**src/refcounted_inode_cache_assert.svh**
```systemverilog
// Assertion macros used by the RTL of the inode cache datapath.
`ifndef REFCOUNTED_INODE_CACHE_ASSERT_SVH
`define REFCOUNTED_INODE_CACHE_ASSERT_SVH

// Consequent must hold in the same cycle as the antecedent.
`define RIC_ASSERT_IMP(label, clk, rst_n, ante, cons) \
    label: assert property (@(posedge clk) disable iff (!rst_n) (ante) |-> (cons)) \
        else $error("inode cache assertion failed");

// Consequent must hold in the cycle after the antecedent.
`define RIC_ASSERT_NXT(label, clk, rst_n, ante, cons) \
    label: assert property (@(posedge clk) disable iff (!rst_n) (ante) |=> (cons)) \
        else $error("inode cache assertion failed");

`endif

```
**src/ric_pkg.sv**
```systemverilog
package ric_pkg;

    localparam int INO_W    = 16;
    localparam int REFS_W   = 16;
    localparam int SIDX_W   = 6;
    localparam int CNT_W    = 17;
    localparam int STATUS_W = 4;

    localparam logic [CNT_W-1:0]  COUNT_RESET = 17'h10000;
    localparam logic [REFS_W-1:0] REFS_MAX    = 16'hFFFF;

    typedef enum logic [1:0] {
        OP_GET     = 2'd0,
        OP_RELEASE = 2'd1,
        OP_CREATE  = 2'd2,
        OP_DIRTY   = 2'd3
    } t_op;

    typedef enum logic [STATUS_W-1:0] {
        ST_HIT      = 4'd0,
        ST_MISS     = 4'd1,
        ST_FULL     = 4'd2,
        ST_BADNUM   = 4'd3,
        ST_STILL    = 4'd4,
        ST_CLEAN    = 4'd5,
        ST_WBACK    = 4'd6,
        ST_DESTROY  = 4'd7,
        ST_CREATED  = 4'd8,
        ST_CFAIL    = 4'd9,
        ST_DIRTIED  = 4'd10,
        ST_IGNORED  = 4'd11
    } t_status;

    typedef enum logic [1:0] {
        S_IDLE,
        S_DISPATCH,
        S_SCAN,
        S_DECIDE
    } t_state;

    // One entry of the slot table.
    typedef struct packed {
        logic [INO_W-1:0]  inode;
        logic [REFS_W-1:0] refs;
        logic              dirty;
    } t_slot;

    // Controller to datapath.
    typedef struct packed {
        logic    load;
        logic    scan_start;
        logic    rd_slot;
        logic    commit;
        t_status status;
    } t_cmd;

    // Datapath to controller.
    typedef struct packed {
        t_op  op;
        logic bad;
        logic slot_ok;
        logic scan_done;
        logic hit;
        logic free;
        logic refs_gt1;
        logic dirty;
        logic links_zero;
        logic out_free;
    } t_stat;

endpackage

```
**src/ric_ctrl.sv**
```systemverilog
module ric_ctrl (
    input  logic           i_clk,
    input  logic           i_rst_n,
    input  logic           i_in_valid,
    output logic           o_in_ready,
    input  ric_pkg::t_stat i_stat,
    output ric_pkg::t_cmd  o_cmd
);

    ric_pkg::t_state  r_state;
    ric_pkg::t_state  n_state;
    ric_pkg::t_status w_result;

    always_ff @(posedge i_clk) begin
        if (!i_rst_n) begin
            r_state <= ric_pkg::S_IDLE;
        end else begin
            r_state <= n_state;
        end
    end

    // Result code from the flags gathered by the datapath.
    always_comb begin
        w_result = ric_pkg::ST_IGNORED;
        unique case (i_stat.op)
            ric_pkg::OP_GET: begin
                if (i_stat.bad) begin
                    w_result = ric_pkg::ST_BADNUM;
                end else if (i_stat.hit) begin
                    w_result = ric_pkg::ST_HIT;
                end else if (i_stat.free) begin
                    w_result = ric_pkg::ST_MISS;
                end else begin
                    w_result = ric_pkg::ST_FULL;
                end
            end
            ric_pkg::OP_CREATE: begin
                w_result = i_stat.free ? ric_pkg::ST_CREATED : ric_pkg::ST_CFAIL;
            end
            ric_pkg::OP_RELEASE, ric_pkg::OP_DIRTY: begin
                priority if (!i_stat.slot_ok) begin
                    w_result = ric_pkg::ST_IGNORED;
                end else if (i_stat.op == ric_pkg::OP_DIRTY) begin
                    w_result = ric_pkg::ST_DIRTIED;
                end else if (i_stat.refs_gt1) begin
                    w_result = ric_pkg::ST_STILL;
                end else if (i_stat.links_zero) begin
                    w_result = ric_pkg::ST_DESTROY;
                end else if (i_stat.dirty) begin
                    w_result = ric_pkg::ST_WBACK;
                end else begin
                    w_result = ric_pkg::ST_CLEAN;
                end
            end
        endcase
    end

    always_comb begin
        n_state          = r_state;
        o_in_ready       = 1'b0;
        o_cmd.load       = 1'b0;
        o_cmd.scan_start = 1'b0;
        o_cmd.rd_slot    = 1'b0;
        o_cmd.commit     = 1'b0;
        o_cmd.status     = w_result;
        unique case (r_state)
            ric_pkg::S_IDLE: begin
                o_in_ready = 1'b1;
                if (i_in_valid) begin
                    o_cmd.load = 1'b1;
                    n_state    = ric_pkg::S_DISPATCH;
                end
            end
            ric_pkg::S_DISPATCH: begin
                unique case (i_stat.op)
                    ric_pkg::OP_GET: begin
                        if (i_stat.bad) begin
                            n_state = ric_pkg::S_DECIDE;
                        end else begin
                            o_cmd.scan_start = 1'b1;
                            n_state          = ric_pkg::S_SCAN;
                        end
                    end
                    ric_pkg::OP_CREATE: begin
                        o_cmd.scan_start = 1'b1;
                        n_state          = ric_pkg::S_SCAN;
                    end
                    ric_pkg::OP_RELEASE, ric_pkg::OP_DIRTY: begin
                        o_cmd.rd_slot = i_stat.slot_ok;
                        n_state       = ric_pkg::S_DECIDE;
                    end
                endcase
            end
            ric_pkg::S_SCAN: begin
                if (i_stat.scan_done) begin
                    n_state = ric_pkg::S_DECIDE;
                end
            end
            ric_pkg::S_DECIDE: begin
                if (i_stat.out_free) begin
                    o_cmd.commit = 1'b1;
                    n_state      = ric_pkg::S_IDLE;
                end
            end
        endcase
    end

endmodule

```
**src/ric_dp.sv**
```systemverilog
module ric_dp #(
    parameter int SLOTS = 16
) (
    input  logic                             i_clk,
    input  logic                             i_rst_n,
    input  logic                             i_cfg_we,
    input  logic [ric_pkg::CNT_W-1:0]        i_cfg_wdata,
    input  logic [1:0]                       i_in_op,
    input  logic [ric_pkg::INO_W-1:0]        i_in_ino,
    input  logic [ric_pkg::SIDX_W-1:0]       i_in_sidx,
    input  logic                             i_in_lz,
    input  ric_pkg::t_cmd                    i_cmd,
    output ric_pkg::t_stat                   o_stat,
    output logic                             o_out_valid,
    input  logic                             i_out_ready,
    output logic [ric_pkg::STATUS_W-1:0]     o_out_status,
    output logic [ric_pkg::SIDX_W-1:0]       o_out_slot,
    output logic [ric_pkg::INO_W-1:0]        o_out_ino,
    output logic [ric_pkg::REFS_W-1:0]       o_out_refs
);

    `include "refcounted_inode_cache_assert.svh"

    localparam int SLOT_W = (SLOTS > 1) ? $clog2(SLOTS) : 1;
    localparam logic [SLOT_W-1:0] LAST = SLOT_W'(SLOTS - 1);

    // Latched item and configuration.
    ric_pkg::t_op                   r_op;
    logic [ric_pkg::INO_W-1:0]      r_ino;
    logic [ric_pkg::SIDX_W-1:0]     r_sidx;
    logic                           r_lz;
    logic [ric_pkg::CNT_W-1:0]      r_count;

    // Slot table.
    logic [SLOTS-1:0]               r_valid;
    ric_pkg::t_slot                 r_mem [SLOTS];
    ric_pkg::t_slot                 r_rd;

    // Scan.
    logic [SLOT_W-1:0]              r_scan;
    logic                           r_scan_on;
    logic [SLOT_W-1:0]              r_chk_idx;
    logic                           r_chk_on;
    logic                           r_hit;
    logic [SLOT_W-1:0]              r_hit_idx;
    logic [ric_pkg::REFS_W-1:0]     r_hit_refs;
    logic                           r_hit_dirty;
    logic                           r_free;
    logic [SLOT_W-1:0]              r_free_idx;

    // Output register.
    logic                           r_out_valid;
    ric_pkg::t_status               r_out_status;
    logic [ric_pkg::SIDX_W-1:0]     r_out_slot;
    logic [ric_pkg::INO_W-1:0]      r_out_ino;
    logic [ric_pkg::REFS_W-1:0]     r_out_refs;
    ric_pkg::t_status               n_out_status;
    logic [ric_pkg::SIDX_W-1:0]     n_out_slot;
    logic [ric_pkg::INO_W-1:0]      n_out_ino;
    logic [ric_pkg::REFS_W-1:0]     n_out_refs;

    logic [SLOT_W-1:0]              w_sidx_slot;
    logic                           w_slot_ok;
    logic                           w_bad;
    logic [SLOT_W-1:0]              w_rd_addr;
    logic                           w_rd_en;
    logic                           w_scan_done;
    logic [ric_pkg::REFS_W-1:0]     w_hit_next;
    logic                           w_wr_en;
    logic [SLOT_W-1:0]              w_wr_addr;
    ric_pkg::t_slot                 w_wr_data;
    logic                           w_set_valid;
    logic                           w_clr_valid;

    assign w_sidx_slot = r_sidx[SLOT_W-1:0];
    assign w_slot_ok   = ({1'b0, r_sidx} < 7'(SLOTS)) && r_valid[w_sidx_slot];
    assign w_bad       = {1'b0, r_ino} >= r_count;
    assign w_rd_addr   = r_scan_on ? r_scan : w_sidx_slot;
    assign w_rd_en     = r_scan_on || i_cmd.rd_slot;
    assign w_scan_done = r_chk_on && (r_chk_idx == LAST);
    assign w_hit_next  = (r_hit_refs == ric_pkg::REFS_MAX) ? r_hit_refs
                                                           : r_hit_refs + 16'd1;

    assign o_stat.op         = r_op;
    assign o_stat.bad        = w_bad;
    assign o_stat.slot_ok    = w_slot_ok;
    assign o_stat.scan_done  = w_scan_done;
    assign o_stat.hit        = r_hit;
    assign o_stat.free       = r_free;
    assign o_stat.refs_gt1   = r_rd.refs > 16'd1;
    assign o_stat.dirty      = r_rd.dirty;
    assign o_stat.links_zero = r_lz;
    assign o_stat.out_free   = !r_out_valid || i_out_ready;

    // Table update and result fields for the chosen result code.
    always_comb begin
        w_wr_en      = 1'b0;
        w_wr_addr    = w_sidx_slot;
        w_wr_data    = r_rd;
        w_set_valid  = 1'b0;
        w_clr_valid  = 1'b0;
        n_out_status = i_cmd.status;
        n_out_slot   = '0;
        n_out_ino    = r_ino;
        n_out_refs   = '0;
        unique case (i_cmd.status)
            ric_pkg::ST_HIT: begin
                w_wr_en         = i_cmd.commit;
                w_wr_addr       = r_hit_idx;
                w_wr_data.inode = r_ino;
                w_wr_data.refs  = w_hit_next;
                w_wr_data.dirty = r_hit_dirty;
                n_out_slot      = ric_pkg::SIDX_W'(r_hit_idx);
                n_out_refs      = w_hit_next;
            end
            ric_pkg::ST_MISS, ric_pkg::ST_CREATED: begin
                w_wr_en         = i_cmd.commit;
                w_set_valid     = i_cmd.commit;
                w_wr_addr       = r_free_idx;
                w_wr_data.inode = r_ino;
                w_wr_data.refs  = 16'd1;
                w_wr_data.dirty = (i_cmd.status == ric_pkg::ST_CREATED);
                n_out_slot      = ric_pkg::SIDX_W'(r_free_idx);
                n_out_refs      = 16'd1;
            end
            ric_pkg::ST_STILL: begin
                w_wr_en        = i_cmd.commit;
                w_wr_data.refs = r_rd.refs - 16'd1;
                n_out_slot     = r_sidx;
                n_out_ino      = r_rd.inode;
                n_out_refs     = r_rd.refs - 16'd1;
            end
            ric_pkg::ST_CLEAN, ric_pkg::ST_WBACK, ric_pkg::ST_DESTROY: begin
                w_clr_valid = i_cmd.commit;
                n_out_slot  = r_sidx;
                n_out_ino   = r_rd.inode;
            end
            ric_pkg::ST_DIRTIED: begin
                w_wr_en         = i_cmd.commit;
                w_wr_data.dirty = 1'b1;
                n_out_slot      = r_sidx;
                n_out_ino       = r_rd.inode;
                n_out_refs      = r_rd.refs;
            end
            ric_pkg::ST_IGNORED: begin
                n_out_slot = r_sidx;
                n_out_ino  = '0;
            end
            default: begin
                // Full, bad number and failed create give the number back.
                n_out_slot = '0;
            end
        endcase
    end

    always_ff @(posedge i_clk) begin
        if (!i_rst_n) begin
            r_count     <= ric_pkg::COUNT_RESET;
            r_valid     <= '0;
            r_scan_on   <= 1'b0;
            r_chk_on    <= 1'b0;
            r_hit       <= 1'b0;
            r_free      <= 1'b0;
            r_out_valid <= 1'b0;
        end else begin
            if (i_cfg_we) begin
                r_count <= i_cfg_wdata;
            end
            if (w_set_valid) begin
                r_valid[w_wr_addr] <= 1'b1;
            end
            if (w_clr_valid) begin
                r_valid[w_sidx_slot] <= 1'b0;
            end
            r_chk_on <= r_scan_on;
            if (i_cmd.scan_start) begin
                r_scan_on <= 1'b1;
                r_hit     <= 1'b0;
                r_free    <= 1'b0;
            end else if (r_scan_on && (r_scan == LAST)) begin
                r_scan_on <= 1'b0;
            end
            if (r_chk_on) begin
                if (r_valid[r_chk_idx] && (r_rd.inode == r_ino) && !r_hit) begin
                    r_hit <= 1'b1;
                end
                if (!r_valid[r_chk_idx] && !r_free) begin
                    r_free <= 1'b1;
                end
            end
            if (i_cmd.commit) begin
                r_out_valid <= 1'b1;
            end else if (i_out_ready) begin
                r_out_valid <= 1'b0;
            end
        end
    end

    always_ff @(posedge i_clk) begin
        if (i_cmd.load) begin
            r_op   <= ric_pkg::t_op'(i_in_op);
            r_ino  <= i_in_ino;
            r_sidx <= i_in_sidx;
            r_lz   <= i_in_lz;
        end
        if (i_cmd.scan_start) begin
            r_scan <= '0;
        end else if (r_scan_on) begin
            r_scan <= r_scan + SLOT_W'(1);
        end
        r_chk_idx <= r_scan;
        if (r_chk_on) begin
            if (r_valid[r_chk_idx] && (r_rd.inode == r_ino) && !r_hit) begin
                r_hit_idx   <= r_chk_idx;
                r_hit_refs  <= r_rd.refs;
                r_hit_dirty <= r_rd.dirty;
            end
            if (!r_valid[r_chk_idx] && !r_free) begin
                r_free_idx <= r_chk_idx;
            end
        end
        if (i_cmd.commit) begin
            r_out_status <= n_out_status;
            r_out_slot   <= n_out_slot;
            r_out_ino    <= n_out_ino;
            r_out_refs   <= n_out_refs;
        end
    end

    // Slot table memory: one write and one registered read port.
    always_ff @(posedge i_clk) begin
        if (w_wr_en) begin
            r_mem[w_wr_addr] <= w_wr_data;
        end
        if (w_rd_en) begin
            r_rd <= r_mem[w_rd_addr];
        end
    end

    assign o_out_valid  = r_out_valid;
    assign o_out_status = r_out_status;
    assign o_out_slot   = r_out_slot;
    assign o_out_ino    = r_out_ino;
    assign o_out_refs   = r_out_refs;

    `RIC_ASSERT_IMP(a_claim_free_slot, i_clk, i_rst_n, w_set_valid, !r_valid[w_wr_addr])
    `RIC_ASSERT_NXT(a_free_clears_slot, i_clk, i_rst_n, w_clr_valid, !r_valid[$past(w_sidx_slot)])
    `RIC_ASSERT_IMP(a_no_commit_in_scan, i_clk, i_rst_n, i_cmd.commit, !r_scan_on && !r_chk_on)

endmodule

```
**src/refcounted_inode_cache.sv**
```systemverilog
// Reference-counted inode cache. A table of SLOTS entries holds inode numbers,
// each with a reference count and a dirty mark. Every input item gives exactly
// one result item. Get (op 0) rejects numbers not below inode_count, raises
// the count of a hit (saturating at 65535) or claims the lowest free slot with
// count one and reports a miss for the caller to fetch; a full table fails.
// Create (op 2) claims the lowest free slot, dirty, or fails so the number can
// be returned. Release (op 1) lowers a count and at zero frees the slot,
// reporting clean, write-back or destroy (links_zero set); mark dirty (op 3)
// sets the flag; both ignore a free or out-of-range slot. The block handles one
// item at a time. Get and create walk the whole table through its single read
// port, one slot a cycle; release and mark dirty read at most one slot, and a
// get of a bad number reads none. A finished result sits in an output
// register, so the next item is accepted while it waits to be taken; only
// when an earlier result is still held there does the decision cycle stretch
// until it is taken. inode_count is written through i_cfg_we and i_cfg_wdata
// and resets to 65536; the user must write it only while the block is idle,
// and the block itself does not enforce this.
module refcounted_inode_cache #(
    parameter int SLOTS = 16
) (
    input  logic        i_clk,
    input  logic        i_rst_n,
    // Configuration: inode_count.
    input  logic        i_cfg_we,
    input  logic [16:0] i_cfg_wdata,
    // Request items.
    input  logic        i_s_axis_tvalid,
    output logic        o_s_axis_tready,
    input  logic [23:0] i_s_axis_tdata,   // inode_number[15:0], slot_index[21:16],
                                          // links_zero[22], zero[23]
    input  logic [1:0]  i_s_axis_tuser,   // op[1:0]
    // Result items.
    output logic        o_m_axis_tvalid,
    input  logic        i_m_axis_tready,
    output logic [39:0] o_m_axis_tdata,   // slot_out[5:0], inode_out[21:6],
                                          // refs_out[37:22], zero[39:38]
    output logic [3:0]  o_m_axis_tuser    // status[3:0]
);

    ric_pkg::t_cmd  w_cmd;
    ric_pkg::t_stat w_stat;

    logic [ric_pkg::STATUS_W-1:0] w_out_status;
    logic [ric_pkg::SIDX_W-1:0]   w_out_slot;
    logic [ric_pkg::INO_W-1:0]    w_out_ino;
    logic [ric_pkg::REFS_W-1:0]   w_out_refs;

    // The controller sequences each item: latch, dispatch, table scan, a single
    // slot read or neither, then the decision that commits the result.
    ric_ctrl u_ctrl (
        .i_clk      (i_clk),
        .i_rst_n    (i_rst_n),
        .i_in_valid (i_s_axis_tvalid),
        .o_in_ready (o_s_axis_tready),
        .i_stat     (w_stat),
        .o_cmd      (w_cmd)
    );

    // The datapath holds the slot table, the scan pipeline and the result
    // register.
    ric_dp #(
        .SLOTS (SLOTS)
    ) u_dp (
        .i_clk        (i_clk),
        .i_rst_n      (i_rst_n),
        .i_cfg_we     (i_cfg_we),
        .i_cfg_wdata  (i_cfg_wdata),
        .i_in_op      (i_s_axis_tuser),
        .i_in_ino     (i_s_axis_tdata[15:0]),
        .i_in_sidx    (i_s_axis_tdata[21:16]),
        .i_in_lz      (i_s_axis_tdata[22]),
        .i_cmd        (w_cmd),
        .o_stat       (w_stat),
        .o_out_valid  (o_m_axis_tvalid),
        .i_out_ready  (i_m_axis_tready),
        .o_out_status (w_out_status),
        .o_out_slot   (w_out_slot),
        .o_out_ino    (w_out_ino),
        .o_out_refs   (w_out_refs)
    );

    assign o_m_axis_tuser = w_out_status;
    assign o_m_axis_tdata = {2'b00, w_out_refs, w_out_ino, w_out_slot};

endmodule
```
**config.mk**
```make
export PLATFORM = sky130hd
export DESIGN_NAME = refcounted_inode_cache
export DESIGN_NICKNAME = d
export VERILOG_FILES = /design/src/ric_pkg.sv /design/src/ric_ctrl.sv /design/src/ric_dp.sv /design/src/refcounted_inode_cache.sv
export VERILOG_INCLUDE_DIRS = /design/src /design/src/src
export SDC_FILE = /design/constraint.sdc
export NUM_CORES = 1
export LEC_CHECK = 0
export ABC_AREA = 1
export BUFFER_PORTS_ARGS = -buffer_cell sky130_fd_sc_hd__buf_4
export CAP_MARGIN = 15
export CORE_MARGIN = 2
export CORE_UTILIZATION = 60
export CTS_BUF_LIST = sky130_fd_sc_hd__clkbuf_16
export DETAILED_ROUTE_END_ITERATION = 10
export PLACE_DENSITY = 0.87
export REMOVE_ABC_BUFFERS = 1
export SLEW_MARGIN = 20
export SYNTH_ARGS = -nofsm -noshare
export SYNTH_HDL_FRONTEND = slang
export SYNTH_SLANG_ARGS = --single-unit
```
**constraint.sdc**
```tcl
create_clock -name i_clk -period 9.9 [get_ports i_clk]
set_input_delay 0.495 -clock i_clk [delete_from_list [all_inputs] [get_ports i_clk]]
set_output_delay 0.495 -clock i_clk [all_outputs]
set_load 0.02 [all_outputs]
```
Yosys cells after proc, flatten, opt, wreduce, memory -nomap -nowiden

Memories as Yosys holds them, arrays and structs flattened. A register that Yosys moved wholly into a read port is not among the register bits.
Cells that the tools add are included.
Widths: inputs -> output; s select.

Output and inout port bits: 46
Memory bits (writable): 528
Input port bits: 48
Logic and storage cells: 147
Bits in read-only memories: 0
Flip-flop bits (word level): 140
Memories: 1
Latch bits: 0

Divide/modulo/power cells: 0
Mux-type cells: 60
Multiply operators: 0
Order comparisons: 8
Bitwise gates (word level): 3
Reduce and logical (&&, ||, !) cells: 29
Shifts and indexed selects: 0
Equal/unequal tests: 21
Add/sub/neg operators: 3

Memory list:

| name       | words | bits a word | read ports | clocked after memory_dff | write ports | RTL line     | text |
|---|---|---|---|---|---|---|---|
| u_dp.r_mem | 16    | 33          | 1          | 1                        | 1           | ric_dp.sv:36 | `ric_pkg::t_slot r_mem [SLOTS];` |

Operator list:

| kind                  | count |
|---|---|
| $mux 16               | 5 |
| $pmux 16 s4           | 1 |
| $pmux 16 s3           | 1 |
| $pmux 16 s2           | 1 |
| $mux 1                | 28 |
| $mux 4                | 7 |
| $eq 4x4->1 const B    | 5 |
| $pmux 6 s3            | 1 |
| $ge 16x17->1          | 1 |
| $add 16x1->16 const B | 1 |
| $and 16x16->16        | 1 |
| $eq 16x16->1          | 1 |
| $eq 16x16->1 const B  | 1 |
| $eq 4x3->1 const B    | 4 |
| $gt 16x1->1 const B   | 1 |
| $not 16->16           | 1 |
| $or 16x16->16         | 1 |
| $sub 16x1->16 const B | 1 |
| $lt 4x5->1 const B    | 3 |
| $mux 2                | 6 |
| $pmux 4 s3            | 1 |
| $reduce_or 5->1       | 2 |
| $bmux 1 s4            | 2 |
| $demux 1 s4           | 2 |
| 24 further kinds      | 46 |

Longest topological paths before layout

Gate-level depths: netlist of the first run.

Depth in word-level cells: 18
Gate-level depth with buffers: 20
Gate-level depth less buffers: 19

Hierarchy

A second synthesis of the first run with hierarchy kept.

Cell total of the unflattened synthesis: 2703
Area, all modules: 30252.8 um^2

Modules (own cells, without submodules):

| module                 | seq. area each (um^2) | cells an instance | instances | area each (um^2) |
|---|---|---|---|---|
| ric_dp                 | 20529.7               | 2643              | 1         | 29888.7 |
| ric_ctrl               | 40.0                  | 57                | 1         | 345.3 |
| refcounted_inode_cache | 0.0                   | 3                 | 1         | 18.8 |

Worst setup path before layout of the first run

OpenSTA, ideal clock, no wires.

Kind: flip-flop to flip-flop
Start: register u_dp.r_ino[12] in the netlist's numbering
End: memory u_dp.r_mem[1][0] in the netlist's numbering (enable)
Setup time: 423 ps
Arrival: 3569 ps
Setup slack: 5908 ps
Cell stages (with the launch flop): 17
Path buffers: 1
Required time: 9477 ps
Clock period less this slack: 3992 ps
Cells stage by stage: edfxtp_1 -> ha_1 -> nand2_1 -> nor2_1 -> nand2_1 -> nor2_1 -> nor2_1 -> nand2_1 -> nor2_2 -> nand4_2 -> inv_2 -> nand2_1 -> nand3_1 -> nor2b_1 -> buf_2 -> nand2_1 -> nor2_1

Word-level cells in the longest chain between the ends: 8
Elaborated cells between the ends (all ways): 14
Those cells by class: order compare (1); eq/ne (4); mux (6); reduce/logical (3)

Ends and longest elaborated chain:

| element                                  | RTL line       | text |
|---|---|---|
| from (decl)                              | ric_dp.sv:29   | `logic [ric_pkg::INO_W-1:0] r_ino;` |
| from (signal assigned)                   | ric_dp.sv:202  | `r_ino <= i_in_ino;` |
| $ge 16x17->1 (*)                         | ric_dp.sv:77   | `assign w_bad = {1'b0, r_ino} >= r_count;` |
| $mux 4 (*)                               | ric_ctrl.sv:27 | `if (i_stat.bad) begin` |
| $pmux 4 s3 (*)                           | ric_ctrl.sv:25 | `unique case (i_stat.op)` |
| $eq 4x4->1, or another cell as far along | ric_dp.sv:106  | `unique case (i_cmd.status)` |
| $reduce_or 5->1 (no source line)         | --             |  |
| $mux 1                                   | ric_dp.sv:106  |  |
| $mux 1                                   | ric_dp.sv:232  | `if (w_wr_en) begin` |
| $mux 1 (implied by the code)             | ric_dp.sv:233  | `r_mem[w_wr_addr] <= w_wr_data;` |
| to (decl)                                | ric_dp.sv:36   |  |

Every way passes the cells marked *; elsewhere a longest branch is shown, timed or not.

Worst setup path after layout of the first run

Start: register u_dp.r_ino[2] in the netlist's numbering
End: memory u_dp.r_mem[5][24] in the netlist's numbering (enable)

The elaborated chain is that of the path after synthesis.

==> out/metrics.csv, run 1 <==
stage;metric;value;unit
outcome;outcome;completed;
clocking;clk_pin_slew;0.07;ns
place;dpl.hpwl;40.5;mm
finish;multiInputGateArea;7480;µm²
timing;slew_headroom;23.3;%
floorplan;dieArea;51800;µm²
drt;wl_met2;37.1;mm
global_route;grt_max_degree;292;
timing;fin_crit_sh;52.3;%
timing;fin_crit;5.17;ns
timing;slew_viol_final;0;
logic_synthesis;syn_inst;2676;
logic_synthesis;synth_edf_count;653;
global_route;grt_pass1_vias;20400;
place;port_buffers;90;
power;fin_total_pwr;7.75;mW
critical_path;crit_type;reg -> reg;
critical_path;crit_required;10.13;ns
clocking;cts_max_path_buffers;3;
drt;antenna_left;0;
finish;insertedDiodeCount;0;
finish;fill_cells;3090;
drt;top_layer;met4;
logic_synthesis;synth.ff_latch_count;701;
critical_path;crit_path_cell_trace;ha_1 > nand2_1 > inv_1 > nand3_1 > nor2_1 > nor2_1 > nand2_1 > nor2_2 > nand4_2 > inv_2 > nand2_1 > nand3_1 > nor2b_1 > nand2_1 > nor2_4 > buf_4;
drt;via_per_inst;6.10;
critical_path;r2r-start;u_dp.r_ino[2];
flow_run;drv_cap;0;
finish;area_delta_synth_final;12.2;%
critical_path;end_kind;flop;
clocking;post_cts_resized;0;
logic_synthesis;yosys_warnings;0;
global_route;grt_pass1_wl;113;mm
clocking;numCtsBuffers;70;
floorplan;core_area;49200;µm²
floorplan;num_rows;81;
critical_path;crit_cells;16;
finish;regArea;20600;µm²
global_route;grt_use_total;29.2;%
critical_path;crit_arrival;5.40;ns
global_route;antenna_found_initial;0;
logic_synthesis;syn_area;30000;µm²
global_route;overflow;0;
timing;tightest_slew;1.15;ns
place;dp_cells;3343;
logic_synthesis;synth-seq-area-share;68.5;%
critical_path;crit_path_start_kind;flop;
critical_path;critPathBufInv;3;
timing;rsz0062_at_grt;false;
timing;setup_violations;0;
timing;fin_skew;0.0235;ns
finish;final_layout_size_suffix_gt1_share;9.99;%
critical_path;cp_common_cell;nand2_1;
critical_path;reg2reg_slack;4.73;ns
floorplan;die_y;228;µm
critical_path;rr_worst_depth;16;
critical_path;slowest_delay;0.62;ns
logic_synthesis;async_flop_share;0;%
critical_path;critPathTopFamily;simple AND/OR/NAND/NOR gates;
drt;wl_met3;8.72;mm
drt;drt_first_pass_iters;6;
power;power_density;230;nW/µm²
critical_path;cp_slowest_cell;nor2b_1;
power;p_leak;12.7;nW
finish;fin_cells;3466;
drt;dr_total_vias;21100;
drt;first_iter_violations;3021;
clocking;cts_max_level;3;
logic_synthesis;synth-main-ff-cell;edfxtp_1;
critical_path;crit_end;u_dp.r_mem[5][24];
floorplan;die_w;228;µm
place;gp_congestion;0.900;
min_path;hold_path_class;in -> reg;
clocking;cts_tree;yes;
timing;max_freq;0.193;GHz
floorplan;start_util;61.1;%
clocking;hold_buffers;0;
clocking;cts_setup_buffers;0;
logic_synthesis;synth.distinct_cells;49;
critical_path;worstPathMaxFanout;26;
drt;wirelength_met1;26.7;mm
timing;finalHoldViolCount;0;
power;peakVddDrop;0.000157;V
clocking;clock_latency;0.61;ns
clocking;cts.sinks;701;
floorplan;ios;94;
finish;fin_nets;2824;
drt;drc;0;
drt;post_drt_wl_per_cell;21.8;µm
clocking;root_buffer;clkbuf_16;
critical_path;r2r-end;u_dp.r_mem[5][24];
drt;postRouteWirelength;75.5;mm
critical_path;critPathLaunch;u_dp.r_ino[2];
logic_synthesis;postSynthAreaPerCell;11.2;µm²
==> cell type report <==
class	instances	share of cell area [%]
clock buffer	73	5.43
clock inverter	49	0.873
inverter	426	4.75
multi-input combinational	1416	22.2
sequential	701	61.1
tap	664	2.47
timing repair buffer	137	3.17
==> per-stage QoR <==
| step | setup slack, ns | hold WS (ns) | utilization, % | cell area [µm²] | setup TNS [ns] |
|---|---|---|---|---|---|
| after global routing | 4.48 | 0.0608 | 68.5 | 33700 | 0 |
| after detailed placement | 4.95 | 0.395 | 64.1 | 31500 | 0 |
| after global placement | 5.00 | 0.390 | 64.1 | 31500 | 0 |
| after CTS | 4.89 | 0.0503 | 68.4 | 33600 | 0 |
| after floorplan | -7.37 | 0.375 | - | 29500 | -243.10 |
| final | 4.73 | 0.0688 | 68.5 | 33700 | 0 |
==> Yosys cell counts (4+ instances only) <==
cell / number / area share (%)
edfxtp_1: 653 / 65
inv_1: 419 / 5.2
nand2_1: 360 / 4.5
nand3_1: 241 / 4.0
o21ai_0: 213 / 3.6
a21oi_1: 199 / 3.3
o211ai_1: 138 / 3.5
clkbuf_1: 110 / 1.4
nor2_1: 109 / 1.4
dfxtp_1: 48 / 3.2
ha_1: 24 / 1.0
nand4_1: 24 / 0.50
xor2_1: 16 / 0.47
o22ai_1: 15 / 0.31
buf_1: 14 / 0.18
nor2_2: 14 / 0.29
a22oi_1: 8 / 0.20
nor3_1: 7 / 0.12
buf_2: 6 / 0.10
inv_2: 5 / 0.063
nand2_2: 5 / 0.10
o21a_1: 4 / 0.10
==> worst register-to-register path, stage by stage, from the launching register on <==
cell and delay (ns):
edfxtp_1 0.47, ha_1 0.33, nand2_1 0.16, inv_1 0.09, nand3_1 0.10, nor2_1 0.05, nor2_1 0.08, nand2_1 0.07
nor2_2 0.37, nand4_2 0.52, inv_2 0.41, nand2_1 0.14, nand3_1 0.20, nor2b_1 0.62, nand2_1 0.21, nor2_4 0.42
buf_4 0.53
==> registers in the layout, indices dropped and copies added, names as in the netlist, 2 cells and up <==
name and cells:
u_dp.r_mem 528, u_dp.o_out_refs 16, u_dp.r_hit_idx 4, u_dp.r_ino 16, u_dp.r_free_idx 4, u_dp.r_sidx 6, u_dp.r_chk_idx 4, u_dp.r_rd 32
u_dp.o_out_status 4, u_dp.r_scan 4, u_dp.o_out_slot 6, u_dp.r_count 17, u_dp.r_valid 16, u_dp.o_out_ino 16, u_ctrl.r_state 2, u_dp.r_hit_refs 16
u_dp.r_op 2
==> cells by family after synthesis <==
logic type | Yosys count | synth area share [%]
and+or+nand+nor | 779 | 11.5
adders and majority gates | 24 | 1.00
DFF | 701 | 68.5
buffers and inverters | 560 | 7.08
muxes | 1 | 0.0334
other | 1 | 0.0125
xor gates and xnor gates | 19 | 0.555
AOI/OAI and AO/OA | 591 | 11.3
==> how the worst min path moves through the flow <==
stage                  startpoint                 to  slack [ns]  depth (start not counted)
2_1_floorplan      u_dp.r_scan[3]  u_dp.r_chk_idx[3]        0.37                          0
3_3_place_gp       u_dp.r_scan[3]  u_dp.r_chk_idx[3]        0.39                          0
3_5_place_dp       u_dp.r_scan[3]  u_dp.r_chk_idx[3]        0.40                          0
4_1_cts        i_s_axis_tdata[13]     u_dp.r_ino[13]        0.05                          1
5_1_grt        i_s_axis_tdata[11]     u_dp.r_ino[11]        0.06                          1
6_report       i_s_axis_tdata[19]     u_dp.r_sidx[3]        0.07                          1
==> cell usage in the layout (no fill, tap or decap), types with 4 or more instances in the layout <==
master	synthesis	layout
o22ai_1	15	15
xor2_1	16	16
o21ai_0	213	208
a21oi_1	199	199
clkbuf_16	0	73
inv_2	5	6
o21a_1	4	4
nand2_1	360	360
edfxtp_1	653	653
buf_4	2	133
nor2_4	1	17
nor3_1	7	7
nand2_2	5	5
o21ai_4	0	4
nand4_1	24	24
clkinv_1	2	14
o211ai_1	138	138
ha_1	24	24
nand3_1	241	241
clkinv_2	0	12
nor2_2	14	9
inv_1	419	436
a22oi_1	8	8
dfxtp_1	48	48
o21ai_1	3	4
nor2_1	109	98
==> power by group <==
group / switching, mW / leakage (nW) / internal (mW)
combinational: 1.19 / 5.35 / 0.471
sequential: 0.104 / 6.29 / 3.50
clock: 1.08 / 1.11 / 1.41
==> per-layer routing <==
metal	vias up	GRT usage, %
met5	-	0
met4	0	14.4
met3	234	5.32
met2	1517	48.1
met1	9897	37.6
li1	9497	-
(Power assumes the default switching activity.)
==> inputs of run 2 (changes only) <==
clock period = 5.06 ns   (was 9.9 ns; I/O delays follow)
==> run 2 against run 1 <==
Hold slack got worse by 0.0054 ns. Design area rose by 2.0%. Register-to-register slack got worse by 4.0 ns. Core utilization rose by 1.4 points. Critical path depth rose by 3. Die area did not move. Via count rose by 2.9%. Sequential power rose by 96%. Clock power rose by 110%. Non-clock buffer count rose by 42. Routed wire length rose by 3.9%. Final cell count rose by 1.5%. Critical path type unchanged.
==> out/metrics.csv, run 2 (same netlist as run 1, synthesis figures left out) <==
stage;metric;value;unit
timing;max_freq;0.232;GHz
critical_path;cp_common_cell;nand2_1;
drt;first_iter_violations;3142;
timing;fin_skew;0.0303;ns
place;dpl.hpwl;42.7;mm
power;net-switching-power;4.82;mW
power;pwr-share-clk;32.8;%
finish;final_cell_mix;edfxtp_1 (653), inv_1 (431), nand2_1 (360);
timing;tightest_slew;1.18;ns
clocking;numCtsBuffers;71;
place;postPlaceCellArea;31700;µm²
drt;dr_total_vias;21800;
floorplan;num_rows;81;
place;place_ws;1.05;ns
place;port_buffers;90;
timing;slew_viol_final;0;
global_route;antenna_found_initial;1;
clocking;clk_pin_slew;0.07;ns
floorplan;dieArea;51800;µm²
clocking;clock_latency;0.61;ns
critical_path;crit_path_cell_trace;ha_1 > nand2_1 > nor2_1 > nand2_1 > nor2_1 > nor2_1 > nand2_1 > nor2_2 > nand2_1 > nand2_1 > nand2_2 > inv_1 > nand3_4 > nand2_2 > inv_2 > nand2_2 > nand2_4 > nor2_4 > buf_12;
critical_path;crit_type;reg -> reg;
finish;fin_nets;2867;
clocking;cts_max_path_buffers;3;
critical_path;worstPathMaxFanout;23;
clocking;root_buffer;clkbuf_16;
global_route;grt_pass1_wl;118;mm
critical_path;r2r-start;u_dp.r_ino[14];
finish;fin_util;69.9;%
timing;rsz0062_at_grt;false;
power;combinationalPowerShare;21.7;%
drt;via_per_inst;6.19;
critical_path;critPathBufInv;3;
clocking;cts.sinks;701;
drt;postRouteWirelength;78.4;mm
timing;fin_crit;4.31;ns
global_route;grt_pass1_vias;21600;
timing;setup_ws;0.752;ns
global_route;grt_use_total;30.5;%
floorplan;core_area;49200;µm²
power;swShare;31.1;%
critical_path;reg2reg_slack;0.75;ns
clocking;cts_tree;yes;
critical_path;end_kind;flop;
power;peakVddDrop;0.000353;V
drt;drt_first_pass_iters;7;
critical_path;critPathTopFamily;simple AND/OR/NAND/NOR gates;
finish;regMostFlops;u_dp.r_mem;
clocking;post_cts_resized;0;
critical_path;cp_slowest_cell;nor2_4;
min_path;hold_path_class;in -> reg;
global_route;overflow;0;
floorplan;ios;94;
drt;antenna_left;0;
clocking;cts_max_level;3;
timing;finalHoldViolCount;0;
power;p_leak;13.0;nW
clocking;hold_buffers;42;
finish;mostFrequentLayoutCell;edfxtp_1;
finish;final_layout_size_suffix_gt1_share;10.4;%
finish;reg_top3;u_dp.r_mem x528, u_dp.r_rd x32, u_dp.r_count x17;
critical_path;critPathLaunch;u_dp.r_ino[14];
power;p_int;10.7;mW
global_route;grt_max_degree;219;
power;seq_power_share;45.5;%
finish;design_area;34300;µm²
critical_path;crit_path_start_kind;flop;
floorplan;start_util;61.1;%
finish;fill_cells;3006;
drt;drc;0;
flow_run;drv_cap;0;
critical_path;slowest_delay;0.56;ns
finish;area_delta_synth_final;14.4;%
timing;slew_headroom;21.3;%
critical_path;crit_required;5.35;ns
place;gp_congestion;0.915;
timing;setup_violations;0;
outcome;outcome;completed;
floorplan;die_y;228;µm
critical_path;crit_arrival;4.59;ns
power;power_density;452;nW/µm²
min_path;min_from;i_cfg_wdata[9];
floorplan;die_w;228;µm
clocking;cts_setup_buffers;0;
finish;largest_reg_flops;528;
timing;tns;0;ns
drt;post_drt_wl_per_cell;22.3;µm
timing;fin_crit_sh;85.1;%
-- run 2: final cells by class --
| class | count | area (µm²) | area share [%] |
|---|---|---|---|
| diodes | 1 | 2.50 | 0.00729 |
| clock buffers | 73 | 1830 | 5.32 |
| clock inverters | 57 | 408 | 1.19 |
| inverters | 426 | 1600 | 4.66 |
| multi-input cells | 1416 | 7490 | 21.8 |
| flip-flops and latches | 701 | 20600 | 59.9 |
| well taps | 664 | 831 | 2.42 |
| repair buffers | 179 | 1610 | 4.69 |
-- run 2: path summary, 6_finish.rpt --
path                        to  depth (start not counted)
max           u_dp.r_mem[0][8]                         19
min            u_dp.r_count[9]                          3
max reg2reg   u_dp.r_mem[0][8]                         19
min reg2reg  u_dp.r_chk_idx[3]                          0
-- run 2: worst reg2reg max path, stage by stage (launching register included) --
cell and delay, ns:
edfxtp_1 0.50, ha_1 0.35, nand2_1 0.13, nor2_1 0.09, nand2_1 0.11, nor2_1 0.07, nor2_1 0.10, nand2_1 0.07
nor2_2 0.35, nand2_1 0.12, nand2_1 0.11, nand2_2 0.11, inv_1 0.14, nand3_4 0.16, nand2_2 0.13, inv_2 0.15
nand2_2 0.14, nand2_4 0.27, nor2_4 0.57, buf_12 0.30
-- run 2: power by group through the flow --
stage          sequential [mW]  clock, mW  combinational [mW]
2_1_floorplan             7.13          0                2.56
3_3_place_gp              7.15          0                2.97
3_5_place_dp              7.16          0                3.15
4_1_cts                   7.04       5.09                3.27
5_1_grt                   7.07       5.32                3.65
6_report                  7.06       5.09                3.37
-- run 2: per-stage QoR --
stage	hold WS, ns	instances	power, mW
2_1_floorplan	0.352	2543	9.69
3_3_place_gp	0.387	3344	10.1
3_5_place_dp	0.395	3344	10.3
4_1_cts	0.0128	3516	15.4
5_1_grt	0.0319	3516	16.0
6_report	0.0634	3517	15.5
-- run 2: metal layers --
metal / vias up / GRT usage [%] / share of wire (%)
li1: 9588 / - / -
met2: 1611 / 50.6 / 49
met3: 323 / 6.14 / 11
met4: 2 / 17.2 / 5.1
met5: - / 0 / 0.017
met1: 10200 / 37.7 / 35
